## src/rtl/jsu_pkg.sv

```systemverilog
// Shared types, constants and helper functions for the JSON string unescaper.
// Used by jsu_front, jsu_queue, jsu_back and json_string_unescape_utf8.
package jsu_pkg;

	localparam int COUNT_BITS_DEF  = 24;
	localparam int QUEUE_DEPTH_DEF = 4;
	localparam int CFG_W           = 24;

	localparam logic [CFG_W-1:0] MAX_OUT_RESET = 24'd65536;

	localparam logic [7:0] CH_QUOTE = 8'h22;
	localparam logic [7:0] CH_BSL   = 8'h5C;
	localparam logic [7:0] CH_U     = 8'h75;
	localparam logic [7:0] CH_SPACE = 8'h20;

	localparam logic [15:0] SURR_HI_LO = 16'hD800;
	localparam logic [15:0] SURR_HI_HI = 16'hDBFF;
	localparam logic [15:0] SURR_LO_LO = 16'hDC00;
	localparam logic [15:0] SURR_LO_HI = 16'hDFFF;
	localparam logic [20:0] SUPP_BASE  = 21'h10000;

	localparam logic [20:0] UTF8_MAX1 = 21'h7F;
	localparam logic [20:0] UTF8_MAX2 = 21'h7FF;
	localparam logic [20:0] UTF8_MAX3 = 21'hFFFF;
	localparam logic [7:0]  UTF8_LEAD2 = 8'hC0;
	localparam logic [7:0]  UTF8_LEAD3 = 8'hE0;
	localparam logic [7:0]  UTF8_LEAD4 = 8'hF0;
	localparam logic [7:0]  UTF8_CONT  = 8'h80;

	typedef enum logic [3:0] {
		ST_DATA       = 4'd0,
		ST_DONE       = 4'd1,
		ST_NO_QUOTE   = 4'd2,
		ST_UNTERM     = 4'd3,
		ST_RAW_CTRL   = 4'd4,
		ST_TRUNC_ESC  = 4'd5,
		ST_UNK_ESC    = 4'd6,
		ST_TRUNC_UNI  = 4'd7,
		ST_BAD_HEX    = 4'd8,
		ST_UNP_HIGH   = 4'd9,
		ST_BAD_LOW    = 4'd10,
		ST_UNP_LOW    = 4'd11,
		ST_TOO_LARGE  = 4'd12
	} jsu_status_t;

	typedef enum logic [2:0] {
		PH_IDLE = 3'd0,
		PH_BODY = 3'd1,
		PH_ESC  = 3'd2,
		PH_HEX  = 3'd3,
		PH_SBS  = 3'd4,
		PH_SU   = 3'd5,
		PH_LHEX = 3'd6
	} jsu_phase_t;

	// Results of one input beat: up to four data bytes, then an optional status.
	typedef struct packed {
		logic [3:0][7:0] data;
		logic [2:0]      n_data;
		logic            has_st;
		jsu_status_t     st;
	} jsu_job_t;

	typedef struct packed {
		logic [2:0]      n;
		logic [3:0][7:0] bytes;
	} jsu_utf8_t;

	// {valid, value}
	function automatic logic [4:0] hex_val(input logic [7:0] c);
		logic [4:0] r;
		if (c >= 8'h30 && c <= 8'h39) begin
			r = {1'b1, 4'(c - 8'h30)};
		end else if (c >= 8'h61 && c <= 8'h66) begin
			r = {1'b1, 4'(c - 8'h57)};
		end else if (c >= 8'h41 && c <= 8'h46) begin
			r = {1'b1, 4'(c - 8'h37)};
		end else begin
			r = 5'd0;
		end
		return r;
	endfunction

	// {valid, decoded byte} for the single-character escapes
	function automatic logic [8:0] esc_map(input logic [7:0] c);
		logic [8:0] r;
		case (c)
			8'h22:   r = {1'b1, 8'h22};
			8'h5C:   r = {1'b1, 8'h5C};
			8'h2F:   r = {1'b1, 8'h2F};
			8'h62:   r = {1'b1, 8'h08};
			8'h66:   r = {1'b1, 8'h0C};
			8'h6E:   r = {1'b1, 8'h0A};
			8'h72:   r = {1'b1, 8'h0D};
			8'h74:   r = {1'b1, 8'h09};
			default: r = 9'd0;
		endcase
		return r;
	endfunction

	function automatic jsu_utf8_t utf8_enc(input logic [20:0] cp);
		jsu_utf8_t r;
		r.bytes = '0;
		if (cp <= UTF8_MAX1) begin
			r.n = 3'd1;
			r.bytes[0] = cp[7:0];
		end else if (cp <= UTF8_MAX2) begin
			r.n = 3'd2;
			r.bytes[0] = UTF8_LEAD2 | {3'b000, cp[10:6]};
			r.bytes[1] = UTF8_CONT | {2'b00, cp[5:0]};
		end else if (cp <= UTF8_MAX3) begin
			r.n = 3'd3;
			r.bytes[0] = UTF8_LEAD3 | {4'b0000, cp[15:12]};
			r.bytes[1] = UTF8_CONT | {2'b00, cp[11:6]};
			r.bytes[2] = UTF8_CONT | {2'b00, cp[5:0]};
		end else begin
			r.n = 3'd4;
			r.bytes[0] = UTF8_LEAD4 | {5'b00000, cp[20:18]};
			r.bytes[1] = UTF8_CONT | {2'b00, cp[17:12]};
			r.bytes[2] = UTF8_CONT | {2'b00, cp[11:6]};
			r.bytes[3] = UTF8_CONT | {2'b00, cp[5:0]};
		end
		return r;
	endfunction

endpackage

```

## src/rtl/jsu_front.sv

```systemverilog
// Front end: takes text bytes, runs the escape state machine and budget check,
// and builds one job per beat. Depends on jsu_pkg.
module jsu_front #(
	parameter int COUNT_BITS = jsu_pkg::COUNT_BITS_DEF
) (
	input  logic                      clk,
	input  logic                      arst_n,
	input  logic                      cfg_we,
	input  logic [jsu_pkg::CFG_W-1:0] cfg_wdata,
	input  logic                      in_valid,
	output logic                      in_stall,
	input  logic [7:0]                in_byte,
	input  logic                      in_last,
	input  logic                      q_full,
	output logic                      push,
	output jsu_pkg::jsu_job_t         job
);

	localparam int BW   = COUNT_BITS + 1;
	localparam int CMPW = 34;
	localparam logic [jsu_pkg::CFG_W-1:0] CFG_MASK = (COUNT_BITS >= jsu_pkg::CFG_W) ? '1 :
		jsu_pkg::CFG_W'((64'd1 << COUNT_BITS) - 64'd1);

	jsu_pkg::jsu_phase_t phase_q, phase_d;
	logic [15:0]               hex_q, hex_d;
	logic [1:0]                cnt_q, cnt_d;
	logic [9:0]                high_q, high_d;
	logic [BW-1:0]             bytes_q, bytes_d;
	logic [jsu_pkg::CFG_W-1:0] max_q;

	logic                      accept;
	logic [4:0]                hx;
	logic                      hv_ok;
	logic [15:0]               acc_new;
	logic                      cnt_end;
	logic                      is_high, is_low;
	logic [8:0]                esc;
	logic [20:0]               cp;
	jsu_pkg::jsu_utf8_t        enc;
	logic [2:0]                emit_n;
	logic [BW:0]               sum;
	logic [BW-1:0]             bytes_sum;
	logic                      too_large;

	assign in_stall = q_full;
	assign accept   = in_valid && !q_full;
	assign push     = accept && (job.n_data != 3'd0 || job.has_st);

	// Datapath shared by both state machine blocks
	assign hx      = jsu_pkg::hex_val(in_byte);
	assign hv_ok   = hx[4];
	assign acc_new = {hex_q[11:0], hx[3:0]};
	assign cnt_end = (cnt_q == 2'd3);
	assign is_high = (acc_new >= jsu_pkg::SURR_HI_LO) && (acc_new <= jsu_pkg::SURR_HI_HI);
	assign is_low  = (acc_new >= jsu_pkg::SURR_LO_LO) && (acc_new <= jsu_pkg::SURR_LO_HI);
	assign esc     = jsu_pkg::esc_map(in_byte);

	always_comb begin
		case (phase_q)
			jsu_pkg::PH_ESC:  cp = {13'd0, esc[7:0]};
			jsu_pkg::PH_LHEX: cp = jsu_pkg::SUPP_BASE + {1'b0, high_q, acc_new[9:0]};
			default:          cp = {5'd0, acc_new};
		endcase
	end

	assign enc       = jsu_pkg::utf8_enc(cp);
	assign emit_n    = (phase_q == jsu_pkg::PH_BODY) ? 3'd1 : enc.n;
	assign sum       = {1'b0, bytes_q} + (BW+1)'(emit_n);
	assign bytes_sum = sum[BW] ? '1 : sum[BW-1:0];
	assign too_large = CMPW'(bytes_sum) > CMPW'(max_q);

	// Next phase
	always_comb begin
		phase_d = phase_q;
		unique case (phase_q)
			jsu_pkg::PH_IDLE: begin
				phase_d = (in_byte == jsu_pkg::CH_QUOTE && !in_last) ?
					jsu_pkg::PH_BODY : jsu_pkg::PH_IDLE;
			end
			jsu_pkg::PH_BODY: begin
				if (in_byte == jsu_pkg::CH_QUOTE || in_byte < jsu_pkg::CH_SPACE || in_last) begin
					phase_d = jsu_pkg::PH_IDLE;
				end else if (in_byte == jsu_pkg::CH_BSL) begin
					phase_d = jsu_pkg::PH_ESC;
				end else begin
					phase_d = jsu_pkg::PH_BODY;
				end
			end
			jsu_pkg::PH_ESC: begin
				if (esc[8]) begin
					phase_d = (too_large || in_last) ? jsu_pkg::PH_IDLE : jsu_pkg::PH_BODY;
				end else if (in_byte == jsu_pkg::CH_U && !in_last) begin
					phase_d = jsu_pkg::PH_HEX;
				end else begin
					phase_d = jsu_pkg::PH_IDLE;
				end
			end
			jsu_pkg::PH_HEX: begin
				if (!hv_ok || in_last) begin
					phase_d = jsu_pkg::PH_IDLE;
				end else if (!cnt_end) begin
					phase_d = jsu_pkg::PH_HEX;
				end else if (is_high) begin
					phase_d = jsu_pkg::PH_SBS;
				end else if (is_low || too_large) begin
					phase_d = jsu_pkg::PH_IDLE;
				end else begin
					phase_d = jsu_pkg::PH_BODY;
				end
			end
			jsu_pkg::PH_SBS: begin
				phase_d = (in_byte == jsu_pkg::CH_BSL && !in_last) ?
					jsu_pkg::PH_SU : jsu_pkg::PH_IDLE;
			end
			jsu_pkg::PH_SU: begin
				phase_d = (in_byte == jsu_pkg::CH_U && !in_last) ?
					jsu_pkg::PH_LHEX : jsu_pkg::PH_IDLE;
			end
			jsu_pkg::PH_LHEX: begin
				if (!hv_ok || in_last) begin
					phase_d = jsu_pkg::PH_IDLE;
				end else if (!cnt_end) begin
					phase_d = jsu_pkg::PH_LHEX;
				end else if (!is_low || too_large) begin
					phase_d = jsu_pkg::PH_IDLE;
				end else begin
					phase_d = jsu_pkg::PH_BODY;
				end
			end
			default: phase_d = jsu_pkg::PH_IDLE;
		endcase
	end

	// Job and datapath register updates
	always_comb begin
		job        = '0;
		job.st     = jsu_pkg::ST_DATA;
		hex_d      = hex_q;
		cnt_d      = cnt_q;
		high_d     = high_q;
		bytes_d    = bytes_q;
		unique case (phase_q)
			jsu_pkg::PH_IDLE: begin
				if (in_byte != jsu_pkg::CH_QUOTE) begin
					job.has_st = 1'b1;
					job.st     = jsu_pkg::ST_NO_QUOTE;
				end else begin
					bytes_d = '0;
					if (in_last) begin
						job.has_st = 1'b1;
						job.st     = jsu_pkg::ST_UNTERM;
					end
				end
			end
			jsu_pkg::PH_BODY: begin
				if (in_byte == jsu_pkg::CH_QUOTE) begin
					job.has_st = 1'b1;
					job.st     = jsu_pkg::ST_DONE;
				end else if (in_byte < jsu_pkg::CH_SPACE) begin
					job.has_st = 1'b1;
					job.st     = jsu_pkg::ST_RAW_CTRL;
				end else if (in_byte == jsu_pkg::CH_BSL) begin
					if (in_last) begin
						job.has_st = 1'b1;
						job.st     = jsu_pkg::ST_TRUNC_ESC;
					end
				end else begin
					job.n_data  = 3'd1;
					job.data[0] = in_byte;
					bytes_d     = bytes_sum;
					if (in_last) begin
						job.has_st = 1'b1;
						job.st     = jsu_pkg::ST_UNTERM;
					end
				end
			end
			jsu_pkg::PH_ESC: begin
				if (esc[8]) begin
					job.n_data = enc.n;
					job.data   = enc.bytes;
					bytes_d    = bytes_sum;
					hex_d      = '0;
					cnt_d      = '0;
					high_d     = '0;
					if (too_large) begin
						job.has_st = 1'b1;
						job.st     = jsu_pkg::ST_TOO_LARGE;
					end else if (in_last) begin
						job.has_st = 1'b1;
						job.st     = jsu_pkg::ST_UNTERM;
					end
				end else if (in_byte == jsu_pkg::CH_U) begin
					hex_d = '0;
					cnt_d = '0;
					if (in_last) begin
						job.has_st = 1'b1;
						job.st     = jsu_pkg::ST_TRUNC_UNI;
					end
				end else begin
					job.has_st = 1'b1;
					job.st     = jsu_pkg::ST_UNK_ESC;
				end
			end
			jsu_pkg::PH_HEX: begin
				if (!hv_ok) begin
					job.has_st = 1'b1;
					job.st     = jsu_pkg::ST_BAD_HEX;
				end else if (!cnt_end) begin
					hex_d = acc_new;
					cnt_d = cnt_q + 2'd1;
					if (in_last) begin
						job.has_st = 1'b1;
						job.st     = jsu_pkg::ST_TRUNC_UNI;
					end
				end else if (is_high) begin
					high_d = acc_new[9:0];
					hex_d  = '0;
					cnt_d  = '0;
					if (in_last) begin
						job.has_st = 1'b1;
						job.st     = jsu_pkg::ST_UNP_HIGH;
					end
				end else if (is_low) begin
					job.has_st = 1'b1;
					job.st     = jsu_pkg::ST_UNP_LOW;
				end else begin
					job.n_data = enc.n;
					job.data   = enc.bytes;
					bytes_d    = bytes_sum;
					hex_d      = '0;
					cnt_d      = '0;
					high_d     = '0;
					if (too_large) begin
						job.has_st = 1'b1;
						job.st     = jsu_pkg::ST_TOO_LARGE;
					end else if (in_last) begin
						job.has_st = 1'b1;
						job.st     = jsu_pkg::ST_UNTERM;
					end
				end
			end
			jsu_pkg::PH_SBS: begin
				if (in_byte != jsu_pkg::CH_BSL || in_last) begin
					job.has_st = 1'b1;
					job.st     = jsu_pkg::ST_UNP_HIGH;
				end
			end
			jsu_pkg::PH_SU: begin
				if (in_byte != jsu_pkg::CH_U || in_last) begin
					job.has_st = 1'b1;
					job.st     = jsu_pkg::ST_UNP_HIGH;
				end else begin
					hex_d = '0;
					cnt_d = '0;
				end
			end
			jsu_pkg::PH_LHEX: begin
				if (!hv_ok) begin
					job.has_st = 1'b1;
					job.st     = jsu_pkg::ST_BAD_LOW;
				end else if (!cnt_end) begin
					hex_d = acc_new;
					cnt_d = cnt_q + 2'd1;
					if (in_last) begin
						job.has_st = 1'b1;
						job.st     = jsu_pkg::ST_UNP_HIGH;
					end
				end else if (!is_low) begin
					job.has_st = 1'b1;
					job.st     = jsu_pkg::ST_BAD_LOW;
				end else begin
					job.n_data = enc.n;
					job.data   = enc.bytes;
					bytes_d    = bytes_sum;
					hex_d      = '0;
					cnt_d      = '0;
					high_d     = '0;
					if (too_large) begin
						job.has_st = 1'b1;
						job.st     = jsu_pkg::ST_TOO_LARGE;
					end else if (in_last) begin
						job.has_st = 1'b1;
						job.st     = jsu_pkg::ST_UNTERM;
					end
				end
			end
			default: ;
		endcase
		// dropping back to idle clears the escape state
		if (phase_d == jsu_pkg::PH_IDLE) begin
			hex_d  = '0;
			cnt_d  = '0;
			high_d = '0;
		end
	end

	always_ff @(posedge clk or negedge arst_n) begin
		if (!arst_n) begin
			phase_q <= jsu_pkg::PH_IDLE;
			hex_q   <= '0;
			cnt_q   <= '0;
			high_q  <= '0;
			bytes_q <= '0;
			max_q   <= jsu_pkg::MAX_OUT_RESET;
		end else begin
			if (cfg_we) begin
				max_q <= cfg_wdata & CFG_MASK;
			end
			if (accept) begin
				phase_q <= phase_d;
				hex_q   <= hex_d;
				cnt_q   <= cnt_d;
				high_q  <= high_d;
				bytes_q <= bytes_d;
			end
		end
	end

	a_idle_clean: assert property (@(posedge clk) disable iff (!arst_n)
		phase_q == jsu_pkg::PH_IDLE |-> (cnt_q == 2'd0 && high_q == 10'd0 && hex_q == 16'd0))
		else $error("escape state not cleared in idle");

endmodule

```

## src/rtl/jsu_queue.sv

```systemverilog
// Short job queue between the front and back ends, held in flip-flops.
// Depends on jsu_pkg for the job type.
module jsu_queue #(
	parameter int DEPTH = jsu_pkg::QUEUE_DEPTH_DEF
) (
	input  logic              clk,
	input  logic              arst_n,
	input  logic              push,
	input  jsu_pkg::jsu_job_t wr_job,
	input  logic              pop,
	output jsu_pkg::jsu_job_t rd_job,
	output logic              not_empty,
	output logic              full
);

	localparam int PW = (DEPTH > 1) ? $clog2(DEPTH) : 1;
	localparam int CW = $clog2(DEPTH + 1);

	jsu_pkg::jsu_job_t slot_q [DEPTH];
	logic [PW-1:0]     wr_ptr_q, rd_ptr_q;
	logic [CW-1:0]     count_q;

	assign rd_job    = slot_q[rd_ptr_q];
	assign not_empty = (count_q != '0);
	assign full      = (count_q == CW'(DEPTH));

	always_ff @(posedge clk) begin
		if (push) begin
			slot_q[wr_ptr_q] <= wr_job;
		end
	end

	always_ff @(posedge clk or negedge arst_n) begin
		if (!arst_n) begin
			wr_ptr_q <= '0;
			rd_ptr_q <= '0;
			count_q  <= '0;
		end else begin
			if (push) begin
				wr_ptr_q <= (wr_ptr_q == PW'(DEPTH - 1)) ? '0 : wr_ptr_q + PW'(1);
			end
			if (pop) begin
				rd_ptr_q <= (rd_ptr_q == PW'(DEPTH - 1)) ? '0 : rd_ptr_q + PW'(1);
			end
			if (push && !pop) begin
				count_q <= count_q + CW'(1);
			end else if (pop && !push) begin
				count_q <= count_q - CW'(1);
			end
		end
	end

	a_no_overflow: assert property (@(posedge clk) disable iff (!arst_n)
		push |-> !full)
		else $error("job pushed into a full queue");

	a_no_underflow: assert property (@(posedge clk) disable iff (!arst_n)
		pop |-> not_empty)
		else $error("job popped from an empty queue");

endmodule

```

## src/rtl/jsu_back.sv

```systemverilog
// Back end: unpacks each queued job into result beats, one per cycle while
// out_stall is low, through an output register. Depends on jsu_pkg.
module jsu_back (
	input  logic              clk,
	input  logic              arst_n,
	input  jsu_pkg::jsu_job_t head_job,
	input  logic              head_valid,
	output logic              pop,
	output logic              out_valid,
	input  logic              out_stall,
	output logic [7:0]        out_byte,
	output logic              has_byte,
	output logic [3:0]        status,
	output logic              run_last
);

	jsu_pkg::jsu_job_t cur_q;
	logic              cur_valid_q;
	logic [2:0]        idx_q;
	logic              out_valid_q;
	logic [7:0]        out_byte_q;
	logic              has_byte_q;
	jsu_pkg::jsu_status_t status_q;
	logic              run_last_q;

	logic [2:0]        total;
	logic              res_last;
	logic              is_data;
	logic              take;
	logic              cur_free;

	assign total    = cur_q.n_data + {2'b00, cur_q.has_st};
	assign res_last = (idx_q + 3'd1) == total;
	assign is_data  = idx_q < cur_q.n_data;
	assign take     = cur_valid_q && (!out_valid_q || !out_stall);
	assign cur_free = !cur_valid_q || (take && res_last);
	assign pop      = cur_free && head_valid;

	assign out_valid = out_valid_q;
	assign out_byte  = out_byte_q;
	assign has_byte  = has_byte_q;
	assign status    = status_q;
	assign run_last  = run_last_q;

	always_ff @(posedge clk) begin
		if (pop) begin
			cur_q <= head_job;
		end
		if (take) begin
			out_byte_q <= is_data ? cur_q.data[idx_q[1:0]] : 8'd0;
			has_byte_q <= is_data;
			status_q   <= is_data ? jsu_pkg::ST_DATA : cur_q.st;
			run_last_q <= res_last;
		end
	end

	always_ff @(posedge clk or negedge arst_n) begin
		if (!arst_n) begin
			cur_valid_q <= 1'b0;
			idx_q       <= '0;
			out_valid_q <= 1'b0;
		end else begin
			if (take) begin
				out_valid_q <= 1'b1;
			end else if (!out_stall) begin
				out_valid_q <= 1'b0;
			end
			if (cur_free) begin
				cur_valid_q <= head_valid;
				idx_q       <= '0;
			end else if (take) begin
				idx_q <= idx_q + 3'd1;
			end
		end
	end

	a_status_ends_run: assert property (@(posedge clk) disable iff (!arst_n)
		(out_valid_q && !has_byte_q) |-> run_last_q)
		else $error("status beat not marked as last of its run");

	a_data_code: assert property (@(posedge clk) disable iff (!arst_n)
		(out_valid_q && has_byte_q) |-> (status_q == jsu_pkg::ST_DATA))
		else $error("data beat carries a non-data status");

endmodule

```

## src/rtl/json_string_unescape_utf8.sv

```systemverilog
// Top level of the JSON string unescaper with UTF-8 output.
// Instantiates jsu_front, jsu_queue and jsu_back; depends on jsu_pkg.
//
// Feed the bytes of one JSON string literal, opening quote first, one byte per
// input beat, with in_last high on the final byte of the text. Plain bytes pass
// through (bytes of 0x80 and above unchanged), simple escapes become one byte,
// and \u escapes, surrogate pairs included, become 1 to 4 UTF-8 bytes. Each
// string closes with one status beat (has_byte low): done, or an error code, after
// which the block waits for the next opening quote; discard any bytes sent before
// an error. run_last marks the final result beat caused by an input byte. The
// decoded byte budget in max_out_bytes (cfg_wdata, written with cfg_we while idle)
// is checked only after an escape. Rate: the front end takes one byte per cycle
// while the job queue (QUEUE_DEPTH entries) has room; the back end delivers one
// result beat per cycle while out_stall is low. A byte expands into up to five
// result beats, for a four-byte character ending a string.
module json_string_unescape_utf8 #(
	parameter int COUNT_BITS  = jsu_pkg::COUNT_BITS_DEF,
	parameter int QUEUE_DEPTH = jsu_pkg::QUEUE_DEPTH_DEF
) (
	input  logic                      clk,
	input  logic                      arst_n,
	// configuration
	input  logic                      cfg_we,
	input  logic [jsu_pkg::CFG_W-1:0] cfg_wdata,
	// text input
	input  logic                      in_valid,
	output logic                      in_stall,
	input  logic [7:0]                in_byte,
	input  logic                      in_last,
	// decoded output
	output logic                      out_valid,
	input  logic                      out_stall,
	output logic [7:0]                out_byte,
	output logic                      has_byte,
	output logic [3:0]                status,
	output logic                      run_last
);

	jsu_pkg::jsu_job_t push_job;
	jsu_pkg::jsu_job_t head_job;
	logic              push;
	logic              pop;
	logic              q_full;
	logic              q_not_empty;

	// Classify each byte and build its job; stall only on a full queue
	jsu_front #(
		.COUNT_BITS (COUNT_BITS)
	) u_front (
		.clk       (clk),
		.arst_n    (arst_n),
		.cfg_we    (cfg_we),
		.cfg_wdata (cfg_wdata),
		.in_valid  (in_valid),
		.in_stall  (in_stall),
		.in_byte   (in_byte),
		.in_last   (in_last),
		.q_full    (q_full),
		.push      (push),
		.job       (push_job)
	);

	// Decouple input beats from multi-beat output runs
	jsu_queue #(
		.DEPTH (QUEUE_DEPTH)
	) u_queue (
		.clk       (clk),
		.arst_n    (arst_n),
		.push      (push),
		.wr_job    (push_job),
		.pop       (pop),
		.rd_job    (head_job),
		.not_empty (q_not_empty),
		.full      (q_full)
	);

	// Drain jobs one result beat at a time
	jsu_back u_back (
		.clk        (clk),
		.arst_n     (arst_n),
		.head_job   (head_job),
		.head_valid (q_not_empty),
		.pop        (pop),
		.out_valid  (out_valid),
		.out_stall  (out_stall),
		.out_byte   (out_byte),
		.has_byte   (has_byte),
		.status     (status),
		.run_last   (run_last)
	);

endmodule
```

## config.mk

```make
export PLATFORM = sky130hd
export DESIGN_NAME = json_string_unescape_utf8
export DESIGN_NICKNAME = d
export VERILOG_FILES = /design/src/rtl/jsu_pkg.sv /design/src/rtl/jsu_front.sv /design/src/rtl/jsu_queue.sv /design/src/rtl/jsu_back.sv /design/src/rtl/json_string_unescape_utf8.sv
export SDC_FILE = /design/constraint.sdc
export NUM_CORES = 1
export LEC_CHECK = 0
export ABC_AREA = 1
export BUFFER_PORTS_ARGS = -buffer_cell sky130_fd_sc_hd__buf_2
export CORE_ASPECT_RATIO = 1.5
export CORE_UTILIZATION = 62
export DETAILED_ROUTE_END_ITERATION = 8
export PLACE_DENSITY = 0.79
export SLEW_MARGIN = 25
export SYNTH_ARGS = -nofsm -noshare
export SYNTH_HDL_FRONTEND = slang
export SYNTH_SLANG_ARGS = --single-unit
```

## constraint.sdc

```tcl
create_clock -name clk -period 9.7 [get_ports clk]
set_clock_uncertainty 0.2 [all_clocks]
set_input_delay 0.485 -clock clk [delete_from_list [all_inputs] [get_ports clk]]
set_output_delay 0.485 -clock clk [all_outputs]
set_load 0.005 [all_outputs]
```

==> out/metrics.cfg <==
[worst_setup_path]
critical-path-top-cell-by-count=nand2_1
worstSetupStartpoint=u_front.high_q[6]
cpMaxStageDelayCell=dfrtp_1
timing.critical_path.arrival_ns=8.03
path_class=flop to flop
ff2ff_setup_slack_ns=1.89
crit_path_max_incr_delay_ns=0.42
crit_required_ns=9.92
setup.worst_path.end=u_queue.count_q[1]
critical_path.max_fanout=11
worst_reg2reg_path_startpoint=u_front.high_q[6]
timing.critical_path.to_type=flop
setup.worst_path.start_class=flop
crit-reg2reg-capture=u_queue.count_q[1]
worst-path-buf-inv=4
critical-path-top-delay-family=simple AND/OR/NAND/NOR gates
reg2regPathDepth=39
cp_num_cells=39

[die]
core.rowCount=67
starting_density_of_the_core_pct=63.83
total_i_o_pin_count=54
total_core_area_um2=22550
die_y_um=188.6
die_x_um=126.4
die_area_um2=23840

[cells_and_area]
stdcell_area_um2=15980
finish.net_count=1651
filler_cell_count=1658
drive_above_1_share_pct=10.59
final_util_pct=70.88
multi_input_comb_area_um2=5279
antenna_cells_inserted=0
area_of_all_sequential_standard_cells_um2=8180
flow.area_growth_from_synthesis_pct=11.05

[sta]
max_freq_ghz=0.1281
timing.slew.headroom_pct=30.24
fin_crit_ns=7.809
number_of_pins_with_negative_max_slew_slack_in_the_final_report=0
hold_viol=0
period_share_pct=80.50
timing.setup.tns_ns=0
setup_repair_after_global_routing_missed_its_margin=false
worstMarginPinSlew_ns=1.044
setup-violations-final=0
finalHoldWorstSlack_ns=0.2516

[synthesis]
avg_synthesized_cell_area_um2=9.545
synth_enable_flop_cells=199
syn_nets=1593
syn_inst=1508
synth.distinct_cells=57
async_reset_ff_share_pct=30.66
netlist.area_leader.share_pct=41.52
netlist.top_cell.by_area=edfxtp_1
synthTopCellsByArea=edfxtp_1 42%, dfrtp_1 15%, o21ai_0 6.2%, nor2_1 5.2%, nand2_1 5.1%
synth.ff_latch_count=287
yosysWarningCount=0
synthTopCellsByCount=199 x edfxtp_1, 199 x nor2_1, 196 x nand2_1
ys.flop_type=edfxtp_1
synth.cell_area_um2=14390
synth_seq_area_share_pct=56.82

[routing]
dr.pass1.iters=6
vias=11160
routed-wl-met3_um=1790
post_drt_via_cell_ratio=5.994
detailroute.wirelength.met2_um=18200
wl_met1_um=13300
routed_length_per_instance_um=18.46
drcViolationCount=0
topRoutingLayerUsed=met4
drt_first_iter_violations=647
route.final.wire_length_um=34380
post_route_ant_nets=0

[cts]
post_cts_resized=0
hold_buffers=26
tritoncts.num_buffers=27
clock_tree.root_cell=clkbuf_16
htree_levels=1
clock_latency_of_the_later_clocked_register_in_the_worst_skew_pair_ns=0.54
tritoncts_num_sinks=287
clk_path_buf_depth=3
post_cts_clock_slew_at_the_launch_and_capture_registers_of_the_worst_setup_and_hold_paths_ns=0.07
post-cts-setup-buffer-count=0
tritoncts=yes

[power_and_ir_drop]
p_int_uw=2570
switching_power_uw=1266
seqPwrFrac_pct=46.0
powerDensity_nw_per_um2=240.0
comb_power_share_pct=27.3
sw_frac_of_total_pct=33.00
ir_drop_worst_case_vdd_v=0.0001458
total_power_uw=3836
clkPwrFrac_pct=26.7
power_leakage_uw=0.006502

[global_routing]
total_global_routing_track_utilization_pct=29.35
grt_first_pass_wirelength_um=54910
antenna_found_initial=0
first_global_vias=10960
global_route.overflow_total=0
largest_net_degree_at_the_start_of_global_routing=78

[status]
status=finished clean

[place]
globalplace.congestion=0.9840
detailed_place_hpwl_um=23410
place_area_um2=14840
place.port_buffers=53

[worst_hold_path]
hold_path_class=input port to asynchronous set/reset pin

[flow_run]
timing.max_cap.violations=0

-- worst min-delay path by stage --
stage	start	to	slack (ns)	cells past startpoint
floorplan	arst_n	u_back.cur_valid_q	-0.01	0
global placement	u_front.high_q[2]	u_front.high_q[2]	0.26	2
detailed placement	u_front.high_q[4]	u_front.high_q[4]	0.26	2
CTS	arst_n	u_queue.rd_ptr_q[1]	0.26	2
global route	arst_n	u_queue.rd_ptr_q[1]	0.29	2
finish	arst_n	u_queue.rd_ptr_q[1]	0.25	2
-- through the flow --
step / setup WS (ns) / instances
floorplan: 2.679 / 1508
global placement: 2.361 / 1786
detailed placement: 2.048 / 1786
CTS: 1.950 / 1861
global route: 1.098 / 1862
finish: 1.891 / 1862
-- power groups by stage --
stage | logic, µW | clock network, µW | registers [µW]
after floorplan | 713 | 0 | 1760
after global placement | 995 | 0 | 1780
after detailed placement | 1020 | 0 | 1790
after CTS | 1040 | 1030 | 1760
after global routing | 1160 | 1080 | 1780
final | 1050 | 1030 | 1760
-- cells by family (layout without fill, tap and decap cells) --
kind of cell / Yosys count / in the layout / share of synthesized area (%)
AO/OA/AOI/OAI: 338 / 338 / 13.15
XOR/XNOR: 11 / 11 / 0.6694
adder cells (fa/ha/maj): 47 / 47 / 4.190
buffers and inverters: 246 / 324 / 6.763
flip-flops: 287 / 287 / 56.82
multiplexers: 2 / 2 / 0.1565
AND/OR/NAND/NOR: 577 / 577 / 18.25
-- placed cells by master, fill, tap and decap left out, types with 6 or more instances in the layout --
master	n
nand3_1	88
ha_1	45
nand2_1	196
o21ai_0	177
nor3_1	16
buf_2	52
dfrtp_1	86
dlygate4sd3_1	26
buf_4	11
nor2_2	6
clkinv_1	7
a21oi_1	47
a31oi_1	6
inv_2	15
clkbuf_16	27
o211ai_1	7
o32ai_1	6
clkbuf_1	7
nor2_1	195
nor2_4	6
xor2_1	8
or2_2	10
o22ai_1	51
edfxtp_1	199
inv_1	168
o21ai_1	20
nand4_1	24
-- worst reg2reg max path, delay by kind of cell, from the launching register on --
kind / cells / cell delay, ns
AND/OR/NAND/NOR: 26 / 4.40
buffers and inverters: 4 / 0.48
flip-flops: 1 / 0.42
multiplexers: 1 / 0.26
adder cells (fa/ha/maj): 6 / 1.60
AO/OA/AOI/OAI: 2 / 0.34
-- sequential cells by signal, summed over array words and instances (netlist names) --
name,count
u_back.cur_q,37
u_back.cur_valid_q,1
u_back.has_byte,1
u_back.idx_q,3
u_back.out_byte,8
u_back.out_valid,1
u_back.run_last,1
u_back.status,4
u_front.bytes_q,25
u_front.cnt_q,2
u_front.hex_q,12
u_front.high_q,10
u_front.max_q,24
u_front.phase_q,3
u_queue.count_q,3
u_queue.rd_ptr_q,2
u_queue.slot_q,148
u_queue.wr_ptr_q,2
-- routing by layer --
metal,up-vias,track usage (%)
met4,0,11.26
li1,5323,-
met1,5348,34.94
met5,-,0
met3,81,3.492
met2,408,53.87
-- cell type report --
type	count	area share [%]
timing repair buffer	90	3.945
clock buffer	34	4.391
multi-input combinational	975	33.03
clock inverter	15	0.9393
inverter	185	4.360
tap	276	2.160
sequential	287	51.18
Note: power is estimated with default switching activity, not from simulation.
